===== src/design/first_fit_note_track_allocator_top_macros.svh =====
// Assertion macros used by the allocator datapath.
`ifndef FIRST_FIT_NOTE_TRACK_ALLOCATOR_TOP_MACROS_SVH
`define FIRST_FIT_NOTE_TRACK_ALLOCATOR_TOP_MACROS_SVH

// Checked on every rising edge outside reset.
`define FFNTA_ASSERT(lbl, clk, rst_n, prop) \
    lbl: assert property (@(posedge clk) disable iff (!rst_n) prop) \
        else $error("ffnta assertion failed");

// Checked on every rising edge, reset included.
`define FFNTA_ASSERT_ALWAYS(lbl, clk, prop) \
    lbl: assert property (@(posedge clk) prop) \
        else $error("ffnta assertion failed");

`endif


===== src/design/ffnta_pkg.sv =====
package ffnta_pkg;

    localparam int TRACK_IDX_W = 4;
    localparam int CFG_W       = 4;
    localparam int TICK_W      = 32;
    localparam logic [CFG_W-1:0] TRACKS_IN_USE_RESET = 4'd12;

    typedef enum logic [1:0] {
        ST_IDLE,
        ST_SCAN,
        ST_DECIDE
    } t_state;

    typedef struct packed {
        logic load;
        logic step;
        logic commit;
    } t_cmd;

    typedef struct packed {
        logic scan_end;
        logic out_free;
    } t_status;

endpackage


===== src/design/ffnta_ctrl.sv =====
module ffnta_ctrl
    import ffnta_pkg::*;
(
    input  logic    i_clk,
    input  logic    i_rst_n,
    input  logic    i_in_valid,
    input  t_status i_status,
    output t_cmd    o_cmd,
    output logic    o_in_stall
);

    t_state r_state;
    t_state n_state;

    always_ff @(posedge i_clk) begin
        if (!i_rst_n) begin
            r_state <= ST_IDLE;
        end else begin
            r_state <= n_state;
        end
    end

    always_comb begin
        n_state    = r_state;
        o_cmd      = '0;
        o_in_stall = 1'b1;
        unique case (r_state)
            ST_IDLE: begin
                o_in_stall = 1'b0;
                if (i_in_valid) begin
                    o_cmd.load = 1'b1;
                    n_state    = ST_SCAN;
                end
            end
            ST_SCAN: begin
                if (i_status.scan_end) begin
                    n_state = ST_DECIDE;
                end else begin
                    o_cmd.step = 1'b1;
                end
            end
            ST_DECIDE: begin
                if (i_status.out_free) begin
                    o_cmd.commit = 1'b1;
                    n_state      = ST_IDLE;
                end
            end
            default: begin
                n_state = ST_IDLE;
            end
        endcase
    end

endmodule


===== config.mk =====
export PLATFORM = sky130hd
export DESIGN_NAME = ffnta_ctrl
export DESIGN_NICKNAME = d
export VERILOG_FILES = /design/src/design/first_fit_note_track_allocator_top_macros.svh /design/src/design/ffnta_pkg.sv /design/src/design/ffnta_ctrl.sv
export SDC_FILE = /design/constraint.sdc
export NUM_CORES = 1
export LEC_CHECK = 0
export ABC_AREA = 1
export BUFFER_PORTS_ARGS = -buffer_cell sky130_fd_sc_hd__buf_2
export CAP_MARGIN = 20
export CORE_AREA = 2 2 39 41
export CTS_CLUSTER_SIZE = 25
export DETAILED_ROUTE_END_ITERATION = 6
export DIE_AREA = 0 0 41 43
export GPL_TIMING_DRIVEN = 0
export PLACE_DENSITY_LB_ADDON = 0.2
export SKIP_LAST_GASP = 1
export SLEW_MARGIN = 20
export SYNTH_ARGS = -nofsm -noshare
export SYNTH_HDL_FRONTEND = slang
export SYNTH_SLANG_ARGS = --single-unit
export TNS_END_PERCENT = 20

===== constraint.sdc =====
create_clock -name i_clk -period 1.3 [get_ports i_clk]
set_input_delay 0 -clock i_clk [delete_from_list [all_inputs] [get_ports i_clk]]
set_output_delay 0 -clock i_clk [all_outputs]
set_load 0.005 [all_outputs]

==> flow_metrics.py, run 1 <==
metrics = {
    "min_path": {
        "whs_path_depth": 3,
        "holdPathEnd": "r_state[0]",
        "hold_path.startpoint": "i_rst_n",
        "hp-class": "in -> reg",
    },
    "routing": {
        "drc_errors": 0,
        "avgRoutedWirePerCell_um": 6.84,
        "vias": 136,
        "drt_pass1_iterations": 1,
        "via_per_inst": 3.16,
        "drt_iter0_drc": 0,
        "routed_wl_um": 294,
        "final_antenna_net_count": 0,
    },
    "clock_network": {
        "cts_num_sinks": 2,
        "cts-htree-levels": 1,
        "ctsResizeCount": 0,
        "cts_root_buf": "clkbuf_4",
        "cts_tree": "yes",
        "numCtsBuffers": 3,
        "holdBufCountCts": 0,
        "cts.reportedPaths.clkPinSlew_ns": 0.03,
        "cts_buffer_depth": 2,
        "cts_setup_buffers": 0,
        "clk-insertion-delay-late_ns": 0.22,
    },
    "critical_path": {
        "timing_worst_setup_path_type": "reg -> out",
        "rr_startpoint": "r_state[1]",
        "worstPathMaxFanout": 3,
        "ff2ff_path_depth": 3,
        "end_kind": "output pin",
        "worstPathRequired_ns": 1.30,
        "start_kind": "flop",
        "timing.rr.end": "r_state[0]",
        "r2r_setup_slack_ns": 0.55,
        "cp.arrival_ns": 0.96,
    },
    "floorplanning": {
        "io_pins": 9,
        "die_h_um": 43,
        "fp.coreArea_sq_um": 1380,
        "fp-row-count": 14,
        "dieArea_sq_um": 1760,
        "initial_core_util_pct": 8.23,
        "die_x_um": 41,
    },
    "logic_synthesis": {
        "synthAdderAreaFrac_pct": 0,
        "synthCells": 16,
        "synthMuxAreaShare_pct": 0,
        "netlist.top_cell.by_area": "dfxtp_1",
        "yosys.cell_types.count": 9,
        "syn_nets": 21,
        "synth_compound_area_share_pct": 12.1,
        "ys_warn_count": 0,
        "synth_seq_cells": 2,
        "synth_top_area_share_pct": 35.2,
        "synth.avg_cell_area_sq_um": 7.12,
        "synth_top_family_by_area": "simple AND/OR/NAND/NOR gates",
        "syn_area_sq_um": 114,
        "synth-seq-area-share_pct": 35.2,
        "synthSimpleGateAreaFrac_pct": 33.0,
        "yosys-top-cells-area": "dfxtp_1 (35%), inv_1 (20%), nand3b_1 (13%)",
        "synth_xor_area_share_pct": 0,
    },
    "layout": {
        "reg_top3": "r_state x2",
        "layout.nets": 34,
        "largest_register": "r_state",
        "design_area_sq_um": 196,
        "largest_reg_flops": 2,
        "drive_gt1_share_pct": 51.9,
        "num_antenna_cells": 0,
        "area.growth.synth_to_final_pct": 72.5,
    },
    "global_routing": {
        "grt-ovfl-total": 0,
        "antenna_found_initial": 0,
        "grt_pass1_wl_um": 517,
        "grt_max_degree": 6,
        "gr-usage-all-layers_pct": 5.32,
        "first_global_vias": 129,
    },
    "run_status": {
        "status": "completed",
    },
    "timing": {
        "fin_crit_ns": 0.959,
        "clock_skew_ns": 0.00241,
        "fmax_mhz": 1040,
        "final.setup.tns_ns": 0,
        "tightest_slew_ns": 0.169,
        "finalCritPeriodShare_pct": 73.8,
        "max_slew_margin_pct": 88.7,
        "hold_viol_final": 0,
        "grt_setup_unrepaired": "false",
        "finalSetupViolCount": 0,
        "slew_violations": 0,
    },
    "placed_design": {
        "postPlaceCellArea_sq_um": 174,
        "place_congestion": 0.616,
        "io_buffers": 8,
        "dp_hpwl_um": 237,
    },
    "pwr": {
        "leakagePower_nw": 0.113,
        "powerDensity_nw_per_um2": 1220,
        "ir_drop_mv": 0.407,
    },
    "run": {
        "maxCapViolations": 0,
    },
}
[placed cells by master (no fill, tap or decap)]
master,Yosys,final
nand3b_1,2,2
dfxtp_1,2,2
inv_1,6,6
nand3_1,1,1
clkbuf_4,0,3
nand2_2,1,1
a21oi_2,1,1
a21oi_1,1,1
nor2_2,1,1
buf_2,0,8
nor3_1,1,1
[cell usage after synthesis]
library cell  number
nor2_2             1
inv_1              6
dfxtp_1            2
a21oi_2            1
nor3_1             1
nand2_2            1
a21oi_1            1
nand3b_1           2
nand3_1            1
[per-stage QoR]
step	power (mW)	hold slack [ns]	std cells	worst slack, ns	util (%)
floorplan	0.0895	0.0918	16	0.612	-
global placement	0.106	0.253	40	0.556	12.6
detailed placement	0.107	0.257	40	0.555	12.6
CTS	0.251	0.0221	43	0.327	14.2
global route	0.262	0.0415	43	0.245	14.2
finish	0.240	0.0234	43	0.341	14.2
[worst max path at each step]
stage                from          to  slack (ns)
6_report       r_state[1]    o_cmd[1]        0.34
2_1_floorplan  r_state[0]  r_state[0]        0.61
3_3_place_gp   r_state[0]  r_state[0]        0.56
4_1_cts        r_state[1]    o_cmd[1]        0.33
3_5_place_dp   r_state[1]  r_state[0]        0.56
5_1_grt        r_state[1]    o_cmd[1]        0.25
[layer usage]
metal,wire [um],track usage [%],part of all wire (%),vias up
met4,0,4.00,0,0
met5,0,0,0,-
met3,47,8.38,16,0
met1,156,5.13,53,59
met2,90,4.69,31,7
li1,-,-,-,70
[worst max-delay path, stage by stage, from the launching register on]
cell	delay (ns)
dfxtp_1	0.35
inv_1	0.08
nand3b_1	0.14
inv_1	0.05
buf_2	0.12
[area by class of cell]
| cell class | instances | area, sq um |
|---|---|---|
| Inverter | 6 | 22.5 |
| Tap cell | 16 | 20.0 |
| Sequential cell | 2 | 40.0 |
| Fill cell | 165 | 1190 |
| Clock buffer | 3 | 22.5 |
| Multi-Input combinational cell | 8 | 51.3 |
| Timing Repair Buffer | 8 | 40.0 |
[power breakdown]
group          switching, mW  internal, mW
Sequential           0.00447        0.0658
Clock                 0.0335         0.102
Combinational         0.0167        0.0180
[logic make-up after synthesis]
group                  after synthesis
AOI/OAI and AO/OA                    2
buffers and inverters                6
DFF                                  2
and+or+nand+nor                      6
Note: power is estimated with default switching activity, not from simulation.
==> inputs of run 2 (changes only) <==
==> constraint.sdc (replaced) <==
create_clock -name i_clk -period 0.8 [get_ports i_clk]
set_input_delay 0 -clock i_clk [delete_from_list [all_inputs] [get_ports i_clk]]
set_output_delay 0 -clock i_clk [all_outputs]
set_load 0.005 [all_outputs]
==> run 2 against run 1 <==
Effect of this change:
- the flow now finishes with violations (negative setup slack)
- non-clock buffer count up 1
- die area did not move
- first-iteration DRC count up 2
==> flow_metrics.py, run 2 (same netlist as run 1, synthesis figures left out) <==
metrics = {
    "placed_design": {
        "dp_slack_ns": 0.0552,
        "place_congestion": 0.616,
        "postPlaceCellArea_sq_um": 174,
        "dp_hpwl_um": 237,
        "io_buffers": 8,
    },
    "floorplanning": {
        "fp.coreArea_sq_um": 1380,
        "fp-row-count": 14,
        "io_pins": 9,
        "dieArea_sq_um": 1760,
        "initial_core_util_pct": 8.23,
        "die_h_um": 43,
        "die_x_um": 41,
    },
    "critical_path": {
        "start_kind": "flop",
        "worstPathRequired_ns": 0.80,
        "timing_worst_setup_path_type": "reg -> out",
        "ff2ff_path_depth": 4,
        "worstPathMaxFanout": 5,
        "end_kind": "output pin",
        "cp.arrival_ns": 0.89,
        "slowest_delay_ns": 0.35,
        "path_cells": "nor2_4, nand2_2, inv_2, buf_6",
        "slowest_stage": "dfxtp_4",
    },
    "routing": {
        "drc_errors": 0,
        "via_per_inst": 3.11,
        "avgRoutedWirePerCell_um": 6.64,
        "drt_iter0_drc": 2,
        "routed_wl_um": 292,
        "final_antenna_net_count": 0,
        "vias": 137,
        "drt_pass1_iterations": 4,
    },
    "global_routing": {
        "grtUsageMet1_pct": 4.81,
        "gr-usage-all-layers_pct": 5.22,
        "met2_usage_pct": 4.69,
        "grt-ovfl-total": 0,
        "grt.busiest_layer": "met3",
        "antenna_found_initial": 0,
        "met3_usage_pct": 8.38,
        "grt_pass1_wl_um": 503,
        "first_global_vias": 128,
        "grt_max_degree": 6,
    },
    "timing": {
        "hold_ws_ns": 0.0234,
        "grt_setup_unrepaired": "true",
        "clock_skew_ns": 0.00219,
        "finalCritPeriodShare_pct": 111,
        "hold_viol_final": 0,
        "worst_slack_ns": -0.0904,
        "slew_violations": 0,
        "finalSetupViolCount": 5,
        "tightest_slew_ns": 0.140,
        "fmax_mhz": 1120,
        "fin_crit_ns": 0.890,
        "max_slew_margin_pct": 90.6,
    },
    "min_path": {
        "whs_path_depth": 3,
        "hp-class": "in -> reg",
    },
    "layout": {
        "multi_input_area_sq_um": 56.3,
        "drive_gt1_share_pct": 67.9,
        "largest_reg_flops": 2,
        "layout_commonest_cell": "buf_2",
        "design_area_sq_um": 225,
        "reg_top3": "r_state x2",
        "ff_latch_area_sq_um": 47.5,
        "final_cell_mix": "buf_2 (7), inv_1 (4), clkbuf_4 (3)",
        "largest_register": "r_state",
        "layout.nets": 35,
        "num_antenna_cells": 0,
        "area.growth.synth_to_final_pct": 97.8,
        "fillCellCount": 162,
    },
    "pwr": {
        "swShare_pct": 23.2,
        "ir_drop_mv": 0.647,
        "comb_power_share_pct": 17.4,
        "p_sw_mw": 0.0940,
        "clock_power_share_pct": 54.1,
        "leakagePower_nw": 0.122,
        "internal_power_mw": 0.311,
        "powerDensity_nw_per_um2": 1800,
        "seqPwrFrac_pct": 28.5,
    },
    "clock_network": {
        "cts_root_buf": "clkbuf_4",
        "cts.reportedPaths.clkPinSlew_ns": 0.03,
        "cts-htree-levels": 1,
        "cts_buffer_depth": 2,
        "cts_tree": "yes",
        "clk-insertion-delay-late_ns": 0.22,
        "cts_num_sinks": 2,
        "numCtsBuffers": 3,
    },
    "run_status": {
        "violations": "negative setup slack",
        "status": "finished with violations",
    },
    "run": {
        "maxCapViolations": 0,
    },
}
[run 2: per-layer routing]
metal | vias up | wire length [um]
met2 | 7 | 95
met3 | 0 | 45
met1 | 57 | 151
met4 | 0 | 0
li1 | 73 | -
met5 | - | 0
[run 2: cell type report]
| cell class | count | area share (%) |
|---|---|---|
| flip-flops and latches | 2 | 21.1 |
| repair buffers | 9 | 23.9 |
| clock buffers | 3 | 10.0 |
| well taps | 16 | 8.89 |
| multi-input cells | 8 | 25.0 |
| inverters | 6 | 11.1 |
[run 2: worst max-delay path: cells and delay by family (launching register included)]
family	cells	cell delay, ns
flops	1	0.35
simple gates	2	0.18
buf+inv	2	0.13
[run 2: power groups by stage]
stage	Clock (mW)	Combinational, mW	Sequential (mW)
finish	0.219	0.0705	0.115
detailed placement	0	0.0577	0.115
global placement	0	0.0575	0.115
floorplan	0	0.0315	0.114
global route	0.244	0.0799	0.117
CTS	0.235	0.0636	0.118
[run 2: what timing repair did]
item                       4_1_cts  5_1_grt
hold buffers                     0        0
setup endpoints to repair        4        5
pin swaps                        2        2
hold endpoints to repair         0        0
resized for setup                4        5
buffers inserted                 1        0
[run 2: path summary, 6_finish.rpt]
kind | from | endpoint | slack, ns
max | r_state[0] | o_cmd[2] | -0.09
min | i_rst_n | r_state[0] | 0.02
max reg2reg | r_state[1] | r_state[0] | -0.01
min reg2reg | r_state[1] | r_state[1] | 0.52
[run 2: per-stage QoR]
step | cells | total power [mW] | utilization [%] | TNS, ns
after floorplan | 16 | 0.145 | - | 0
after global placement | 40 | 0.173 | 12.6 | 0
after detailed placement | 40 | 0.173 | 12.6 | 0
after CTS | 44 | 0.417 | 15.3 | -0.340
after global routing | 44 | 0.441 | 16.3 | -0.542
final | 44 | 0.405 | 16.3 | -0.294
